**src/rtl/utf8v_pkg.sv**
```systemverilog
// ----------------------------------------------------------------------------
// utf8v_pkg
// Shared types, byte ranges and helpers for the UTF-8 text validator.
// ----------------------------------------------------------------------------
package utf8v_pkg;

  // configuration register indexes
  typedef enum logic {
    CFG_MAX_LENGTH  = 1'b0,
    CFG_ALLOW_EMPTY = 1'b1
  } cfg_idx_t;

  // sequence class of the current multi-byte sequence (smallest legal value)
  typedef enum logic [1:0] {
    CLS_NONE  = 2'd0,
    CLS_TWO   = 2'd1,
    CLS_THREE = 2'd2,
    CLS_FOUR  = 2'd3
  } seq_class_t;

  localparam int unsigned CountWidth = 17;
  localparam int unsigned CpWidth    = 21;

  // lead byte ranges
  localparam logic [7:0] CtrlLast   = 8'h1f;
  localparam logic [7:0] AsciiDel   = 8'h7f;
  localparam logic [7:0] Lead2Lo    = 8'hc2;
  localparam logic [7:0] Lead2Hi    = 8'hdf;
  localparam logic [7:0] Lead3Lo    = 8'he0;
  localparam logic [7:0] Lead3Hi    = 8'hef;
  localparam logic [7:0] Lead4Lo    = 8'hf0;
  localparam logic [7:0] Lead4Hi    = 8'hf4;

  // code point limits
  localparam logic [CpWidth-1:0] CpMin2   = 21'h000080;
  localparam logic [CpWidth-1:0] CpMin3   = 21'h000800;
  localparam logic [CpWidth-1:0] CpMin4   = 21'h010000;
  localparam logic [CpWidth-1:0] CpMax    = 21'h10ffff;
  localparam logic [CpWidth-1:0] SurrLo   = 21'h00d800;
  localparam logic [CpWidth-1:0] SurrHi   = 21'h00dfff;

  // smallest code point a sequence of the given class may encode
  function automatic logic [CpWidth-1:0] min_value(input seq_class_t cls);
    logic [CpWidth-1:0] v;
    unique case (cls)
      CLS_TWO:   v = CpMin2;
      CLS_THREE: v = CpMin3;
      default:   v = CpMin4;
    endcase
    return v;
  endfunction

endpackage

```
**src/rtl/utf8_text_validator_top.sv**
```systemverilog
// ----------------------------------------------------------------------------
// utf8_text_validator_top
// Checks strings of bytes as printable, length-bounded UTF-8 text and gives
// one verdict word per string on its closing word.
// ----------------------------------------------------------------------------
//  channel   | direction | payload
//  s_axis    | in        | tdata: text_byte, tuser: empty_marker, tlast: last_byte
//  m_axis    | out       | tdata: text_ok (bit 0)
//  cfg       | in        | index 0 max_length, index 1 allow_empty
//
//  One word per cycle while no verdict is stalled: the decoder state
//  registers take each word in the cycle it is accepted, and the verdict
//  lands in the output register, valid in the cycle after its closing word.
//  A verdict stalled in the output register holds off every input word until
//  it is taken (tready = !tvalid out | tready out).
//  Reset (rst, synchronous) clears decoder state and the output valid, and
//  sets max_length to 255 and allow_empty to 0. cfg_ready is always high.
// ----------------------------------------------------------------------------
module utf8_text_validator_top (
  input  logic                clk,
  input  logic                rst,
  // input words
  input  logic                s_axis_tvalid,
  output logic                s_axis_tready,
  input  logic [7:0]          s_axis_tdata,   // [7:0] text_byte
  input  logic                s_axis_tuser,   // [0] empty_marker
  input  logic                s_axis_tlast,   // last_byte
  // verdict words
  output logic                m_axis_tvalid,
  input  logic                m_axis_tready,
  output logic [7:0]          m_axis_tdata,   // [0] text_ok, [7:1] zero
  // configuration writes
  input  logic                cfg_valid,
  output logic                cfg_ready,
  input  utf8v_pkg::cfg_idx_t cfg_index,
  input  logic [15:0]         cfg_data
);
  import utf8v_pkg::*;

  // configuration registers
  logic [15:0] max_length;
  logic        allow_empty;

  // decoder state
  logic [1:0]            bytes_left;
  logic [CpWidth-1:0]    code_point;
  seq_class_t            min_class;
  logic                  failed;
  logic [CountWidth-1:0] byte_count;

  logic [1:0]            bytes_left_next;
  logic [CpWidth-1:0]    code_point_next;
  seq_class_t            min_class_next;
  logic                  failed_next;
  logic [CountWidth-1:0] byte_count_next;
  logic                  verdict;

  // output register
  logic out_valid;
  logic text_ok;

  logic in_acc;

  assign cfg_ready     = 1'b1;
  assign s_axis_tready = !out_valid || m_axis_tready;
  assign in_acc        = s_axis_tvalid && s_axis_tready;
  assign m_axis_tvalid = out_valid;
  assign m_axis_tdata  = {7'd0, text_ok};

  // configuration writes
  always_ff @(posedge clk) begin
    if (rst) begin
      max_length  <= 16'd255;
      allow_empty <= 1'b0;
    end else if (cfg_valid && cfg_ready) begin
      unique case (cfg_index)
        CFG_MAX_LENGTH:  max_length  <= cfg_data;
        CFG_ALLOW_EMPTY: allow_empty <= cfg_data[0];
        default: ;
      endcase
    end
  end

  // byte decode and verdict
  always_comb begin
    bytes_left_next = bytes_left;
    code_point_next = code_point;
    min_class_next  = min_class;
    failed_next     = failed;
    byte_count_next = byte_count;
    if (!s_axis_tuser) begin
      // count saturates one past the bound
      if (byte_count <= {1'b0, max_length}) begin
        byte_count_next = byte_count + CountWidth'(1);
      end
      if (!failed) begin
        if (bytes_left == 2'd0) begin
          case (s_axis_tdata) inside
            [8'h00:CtrlLast], AsciiDel: failed_next = 1'b1;
            [8'h20:8'h7e]: ;
            [Lead2Lo:Lead2Hi]: begin
              bytes_left_next = 2'd1;
              min_class_next  = CLS_TWO;
              code_point_next = {16'd0, s_axis_tdata[4:0]};
            end
            [Lead3Lo:Lead3Hi]: begin
              bytes_left_next = 2'd2;
              min_class_next  = CLS_THREE;
              code_point_next = {17'd0, s_axis_tdata[3:0]};
            end
            [Lead4Lo:Lead4Hi]: begin
              bytes_left_next = 2'd3;
              min_class_next  = CLS_FOUR;
              code_point_next = {18'd0, s_axis_tdata[2:0]};
            end
            default: failed_next = 1'b1;
          endcase
        end else if (s_axis_tdata[7:6] != 2'b10) begin
          failed_next = 1'b1;
        end else begin
          code_point_next = {code_point[CpWidth-7:0], s_axis_tdata[5:0]};
          bytes_left_next = bytes_left - 2'd1;
          // overlong, out of range or surrogate once the sequence completes
          if (bytes_left_next == 2'd0 &&
              (code_point_next < min_value(min_class) || code_point_next > CpMax ||
               (code_point_next >= SurrLo && code_point_next <= SurrHi))) begin
            failed_next = 1'b1;
          end
        end
        if (failed_next) bytes_left_next = 2'd0;
      end
    end
    verdict = !failed_next && (bytes_left_next == 2'd0) &&
              (byte_count_next <= {1'b0, max_length}) &&
              ((byte_count_next != '0) || allow_empty);
  end

  // decoder state, cleared after each verdict
  always_ff @(posedge clk) begin
    if (rst) begin
      bytes_left <= 2'd0;
      code_point <= '0;
      min_class  <= CLS_NONE;
      failed     <= 1'b0;
      byte_count <= '0;
    end else if (in_acc) begin
      if (s_axis_tlast) begin
        bytes_left <= 2'd0;
        code_point <= '0;
        min_class  <= CLS_NONE;
        failed     <= 1'b0;
        byte_count <= '0;
      end else begin
        bytes_left <= bytes_left_next;
        code_point <= code_point_next;
        min_class  <= min_class_next;
        failed     <= failed_next;
        byte_count <= byte_count_next;
      end
    end
  end

  // verdict output register
  always_ff @(posedge clk) begin
    if (rst) begin
      out_valid <= 1'b0;
    end else if (in_acc && s_axis_tlast) begin
      out_valid <= 1'b1;
    end else if (m_axis_tready) begin
      out_valid <= 1'b0;
    end
  end

  always_ff @(posedge clk) begin
    if (in_acc && s_axis_tlast) text_ok <= verdict;
  end

  // checks
  a_left_within_class: assert property (@(posedge clk) disable iff (rst)
    bytes_left <= min_class)
    else $error("bytes_left exceeds the sequence class");

  a_fail_ends_seq: assert property (@(posedge clk) disable iff (rst)
    failed |-> bytes_left == 2'd0)
    else $error("sequence still open after failure");

  a_last_clears: assert property (@(posedge clk) disable iff (rst)
    in_acc && s_axis_tlast |=> m_axis_tvalid && byte_count == '0 && !failed)
    else $error("closing word did not give a verdict and clear state");

  a_ready_when_empty: assert property (@(posedge clk) disable iff (rst)
    !m_axis_tvalid |-> s_axis_tready)
    else $error("input stalled with an empty output register");

endmodule
```
**config.mk**
```make
export PLATFORM = sky130hd
export DESIGN_NAME = utf8_text_validator_top
export DESIGN_NICKNAME = d
export VERILOG_FILES = /design/src/rtl/utf8v_pkg.sv /design/src/rtl/utf8_text_validator_top.sv
export SDC_FILE = /design/constraint.sdc
export NUM_CORES = 1
export LEC_CHECK = 0
export ABC_AREA = 1
export ABC_CLOCK_PERIOD_IN_PS = 3500
export BUFFER_PORTS_ARGS = -buffer_cell sky130_fd_sc_hd__buf_2
export CAP_MARGIN = 25
export CORE_UTILIZATION = 55
export DETAILED_ROUTE_END_ITERATION = 8
export PLACE_DENSITY = 0.81
export SETUP_SLACK_MARGIN = 0.05
export SKIP_LAST_GASP = 1
export SYNTH_ARGS = -nofsm -noshare
export SYNTH_HDL_FRONTEND = slang
export SYNTH_SLANG_ARGS = --single-unit
```
**constraint.sdc**
```tcl
create_clock -name clk -period 3.5 [get_ports clk]
set_input_delay 0 -clock clk [delete_from_list [all_inputs] [get_ports clk]]
set_output_delay 0 -clock clk [all_outputs]
set_load 0.005 [all_outputs]
```
## Yosys cells after proc, flatten, opt, wreduce, memory -nomap -nowiden

Index checks and enable logic that the tools add are counted.

- Magnitude comparators: 16
- Equality and inequality tests: 12
- Muxes and demuxes: 53
- Bitwise operators: 1
- Add/sub/neg operators: 2
- Reduce and logical (&&, ||, !) cells: 30

Operators with widths:

| cell | count |
|---|---|
| two-way mux 15 bit | 10 |
| two-way mux 21 bit | 4 |
| two-way mux 17 bit | 3 |
| two-way mux 2 bit | 20 |
| <= comparator 17 x 16 -> 1 bit | 2 |
| case mux 17 bit (2 select lines) | 1 |
| >= comparator 8 bit, second input constant | 3 |
| <= comparator 8 bit, second input constant | 3 |
| >= comparator 21 x 16 -> 1 bit, second input constant | 1 |
| greater-than comparator 21 bit, second input constant | 1 |
| <= comparator 21 x 16 -> 1 bit, second input constant | 1 |
| < comparator 21 bit | 1 |
| adder 17 x 1 -> 17 bit, second input constant | 1 |
| nonzero test 17 bit | 1 |
| two-way mux 1 bit | 15 |
| AND reduction 7 bit | 2 |
| logical AND 1 bit | 12 |
| inequality test 3 bit, second input constant | 3 |
| equality test 8 x 7 -> 1 bit, second input constant | 1 |
| >= comparator 8 x 1 -> 1 bit, second input constant | 1 |
| >= comparator 8 x 6 -> 1 bit, second input constant | 1 |
| <= comparator 8 x 5 -> 1 bit, second input constant | 1 |
| <= comparator 8 x 7 -> 1 bit, second input constant | 1 |
| inequality test 2 bit, second input constant | 4 |
| 13 further kinds | 21 |

- Bits of input ports: 32
- Register bits after elaboration: 56
- Output and inout bits: 11
- Word-level logic and storage cells: 123

## Logic depth before layout (Yosys ltp)

- Depth in word-level cells: 22
- Depth in mapped cells: 31
- Mapped depth without buffers: 30

## Least setup slack after synthesis

Ideal clock, no wire load.

- Path kind: register -> register
- From: register max_length[8]
- To: register text_ok, data pin
- Buffers on the path: 1
- Arrival: 2.764 ns
- Period minus slack after synthesis: 3.015 ns
- Library setup time: 0.252 ns
- Setup slack: 0.485 ns
- Required time: 3.248 ns
- Cell stages (with the launch flop): 29
- Cells stage by stage: dfxtp_1 inv_1 ha_1 nand2_1 inv_2 nand3_1 nor3_1 nand3_2 nand2_8 buf_12 nand2_2 nand2_1 nand2_1 nand2_1 inv_1 ha_1 nand4_1 inv_1 nand2_1 nor2_1 nand2_1 nand3_1 nand2_1 a21boi_0 o21ai_0 nand2_1 nor2_1 nand2_1 nor2_1

- Word-level cells in the longest chain between the ends: 6
- Elaborated cells on any way between the ends: 8
- Those cells by class: order compare: 2; mux: 2; reduce/logical: 4

Ends and longest elaborated chain:

| element | RTL line | source |
|---|---|---|
| start: declaration | utf8_text_validator_top.sv:41 | `logic [15:0] max_length;` |
| start signal: assignment | utf8_text_validator_top.sv:77 | `CFG_MAX_LENGTH: max_length <= cfg_data;` |
| <= comparator 17 x 16 -> 1 bit | utf8_text_validator_top.sv:93 | `if (byte_count <= {1'b0, max_length}) begin` |
| two-way mux 17 bit | utf8_text_validator_top.sv:93 |  |
| two-way mux 17 bit | utf8_text_validator_top.sv:91 | `if (!s_axis_tuser) begin` |
| <= comparator 17 x 16 -> 1 bit or nonzero test 17 bit (tied branches) | utf8_text_validator_top.sv:134, utf8_text_validator_top.sv:135 |  |
| logical AND 1 bit or logical OR 1 bit (tied branches) | utf8_text_validator_top.sv:133, utf8_text_validator_top.sv:135 |  |
| logical AND 1 bit * | utf8_text_validator_top.sv:134 | `(byte_count_next <= {1'b0, max_length}) &&` |
| via verdict | utf8_text_validator_top.sv:56 | `logic verdict;` |
| end signal: assignment | utf8_text_validator_top.sv:175 | `if (in_acc && s_axis_tlast) text_ok <= verdict;` |
| end: declaration | utf8_text_validator_top.sv:60 | `logic text_ok;` |

The timed path passes the listed nets; every way through them passes the cells marked *.
A chain may end at the register's enable or synchronous reset.

## Final worst setup path

- From: register byte_count[7]
- To: register text_ok, data pin

- Word-level cells in the longest chain between the ends: 6
- Elaborated cells on any way between the ends: 9
- Those cells by class: add/sub: 1; order compare: 2; mux: 2; reduce/logical: 4

Ends and longest elaborated chain:

| element | RTL line | source |
|---|---|---|
| start: declaration | utf8_text_validator_top.sv:49 | `logic [CountWidth-1:0] byte_count;` |
| start signal: assignment | utf8_text_validator_top.sv:158 | `byte_count <= byte_count_next;` |
| adder 17 x 1 -> 17 bit or <= comparator 17 x 16 -> 1 bit (tied branches) | utf8_text_validator_top.sv:94, utf8_text_validator_top.sv:93 |  |
| two-way mux 17 bit | utf8_text_validator_top.sv:93 |  |
| two-way mux 17 bit * | utf8_text_validator_top.sv:91 |  |
| <= comparator 17 x 16 -> 1 bit or nonzero test 17 bit (tied branches) | utf8_text_validator_top.sv:134, utf8_text_validator_top.sv:135 |  |
| logical AND 1 bit or logical OR 1 bit (tied branches) | utf8_text_validator_top.sv:133, utf8_text_validator_top.sv:135 |  |
| logical AND 1 bit * | utf8_text_validator_top.sv:134 |  |
| via verdict | utf8_text_validator_top.sv:56 |  |

Marked as above.

==> results.tsv <==
metric	value	unit
status	finished with violations	
violations	negative setup slack	
wl_met1	4.98	mm
gp_congestion	0.918	
ant_nets	0	
num_io_pins	43	
core_area	0.00729	mm²
arrival	3.59	ns
area_growth_syn_to_layout	25.7	%
worstPathMaxFanout	8	
placed_cell_area	0.00441	mm²
final_net_count	794	
slew_violations	0	
min_period	3.50	ns
netlist_area	0.00419	mm²
setup_ws	-0.00452	ns
p_per_area	283	mW/mm²
worst_slew_pin_slew	0.934	ns
wl_per_cell	14.8	µm
yosys_warnings	0	
die_y	89.2	µm
synthArstFlopShare	0	
synth_cells	650	
hold_ws	0.0228	ns
vias	4617	
yosys.cell_types.count	43	
cts_buffer_depth	2	
timing.final.crit_share	1.00	
yosysSeqAreaShare	0.270	
grt_pass1_wl	18.0	mm
diodes	0	
die_x	89.2	µm
htree_levels	2	
track_usage	0.290	
grt.overflow.total	0	
synth-edff-count	1	
relSlewSlack	0.375	
numCtsBuffers	5	
dr.pass1.iters	5	
start_kind	register	
required	3.59	ns
routed_via_density	5.61	
finalHoldViolations	0	
wl	12.2	mm
drive_gt1_frac	0.225	
cts-root-buf	clkbuf_8	
cts.clk_slew.worst_paths	0.11	ns
start_util	0.574	
fin_util	0.721	
row_count	31	
avgSynthCellArea	6.44	µm²
hp-class	in -> reg	
power	1490	µW
wl_met2	5.75	mm
finalClockSkew	0.00488	ns
top_layer	met4	
yosysMostFrequentCell	nand2_1	
cts_sinks	56	
synthTopCellsByArea	dfxtp_1 (26%), nand2_1 (17%), ha_1 (12%)	
p_leak	0.00246	µW
grt_pass1_vias	4076	
synth_top_area_frac	0.263	
critical_path_class	reg -> reg	
tns	-0.00452	ns
final_area	0.00526	mm²
hpwl	7.93	mm
grt_start_max_net_pins	38	
synthFlopType	dfxtp_1	
route.detailed.drc	0	
ir_drop	0.228	mV
cts_tree	built	
max_cap_viol_count	0	
port_buffers	34	
ys_seq_elements	56	
antenna_found_initial	0	
yosysTopAreaCell	dfxtp_1	
max_freq	0.285	GHz
synth.top_cells.by_count	nand2_1 (190), inv_1 (95), a21oi_1 (61), dfxtp_1 (55), nand3_1 (45)	
endpoint_kind	register	
routed-wl-met3	837	µm
drt-initial-drc-count	348	
insertion_delay	0.33	ns
setup_viol_count_final	1	
dieArea	0.00796	mm²
==> registers in the layout (all words and copies together), names as in the netlist <==
signal         cells
byte_count        17
max_length        16
code_point        15
bytes_left         2
min_class          2
allow_empty        1
failed             1
m_axis_tvalid      1
text_ok            1
==> routing by layer <==
layer / up-vias / GRT usage
met5: - / 0
met4: 0 / 0.114
met3: 69 / 0.0360
met2: 230 / 0.505
met1: 2076 / 0.365
li1: 2242 / -
==> layout make-up <==
cell class              count  area, µm²
clock buffers               5       68.8
well taps                  99        124
flip-flops and latches     56       1160
multi-input cells         479       2890
fillers                   583       2030
inverters                  97        372
clock inverters             3       23.8
repair buffers             84        619
==> where the power goes <==
group	leakage, µW	internal, µW	total (µW)	switching (µW)
Clock	0.0000495	147	389	242
Sequential	0.000465	667	686	19.4
Combinational	0.00194	167	415	248
==> path summary, 6_finish.rpt <==
check / end / slack (ns) / cells after the start / start
worst max-delay path: text_ok / -0.005 / 26 / byte_count[7]
worst min-delay path: m_axis_tvalid / 0.02 / 4 / m_axis_tready
worst max register to register: text_ok / -0.005 / 26 / byte_count[7]
worst min register to register: bytes_left[1] / 0.47 / 2 / bytes_left[1]
==> through the flow <==
stage / cells / worst slack, ns
after CTS: 805 / 0.0643
after global routing: 823 / -0.141
final: 823 / -0.00452
after floorplan: 656 / 0.485
after global placement: 772 / 0.115
after detailed placement: 772 / 0.0723
==> logic make-up after synthesis <==
logic type | count (synthesis) | synth area share
flip-flops | 56 | 0.270
other | 2 | 0.00179
AND/OR/NAND/NOR | 317 | 0.332
buffers and inverters | 123 | 0.126
AO/OA/AOI/OAI | 109 | 0.146
adder cells (fa/ha/maj) | 39 | 0.117
XOR/XNOR | 4 | 0.00837
==> repair_timing <==
| item | in CTS | in global routing |
|---|---|---|
| hold buffers | 25 | 0 |
| setup buffers | 0 | 16 |
| gates resized for setup | 0 | 94 |
| endpoints found under the hold margin | 23 | 0 |
| endpoints found under the setup margin | 0 | 1 |
==> cells in the final DEF, fill, tap and decap left out, drive strengths merged, types with 4 or more instances in the layout <==
cell / count
clkbuf: 5
o211ai: 9
nand4: 12
nor3: 8
a21oi: 63
nor2: 50
dlygate4sd3: 25
nand2: 196
dfxtp: 55
inv: 99
o21ai: 26
xor2: 4
nand3: 47
conb: 8
a211oi: 5
ha: 39
buf: 59
==> worst max-delay path, stage by stage, from the launching register on <==
cell      delay [ns]
dfxtp_2         0.44
ha_4            0.22
nand2_1         0.09
inv_2           0.06
nand2_1         0.06
nand2_1         0.06
nand2_1         0.08
nand2_2         0.07
nor2_4          0.16
nand2_8         0.12
nand2_8         0.12
buf_4           0.12
nand4_1         0.11
nand2_2         0.14
inv_1           0.07
ha_1            0.34
nand2_1         0.09
o21ai_1         0.19
nand2_1         0.10
nand3_1         0.11
nand2_1         0.08
a21boi_2        0.13
o21ai_1         0.08
nand2_1         0.07
nor2_1          0.05
nand2_1         0.07
nor2_1          0.04
No activity file was read; power rests on OpenSTA's default activity.
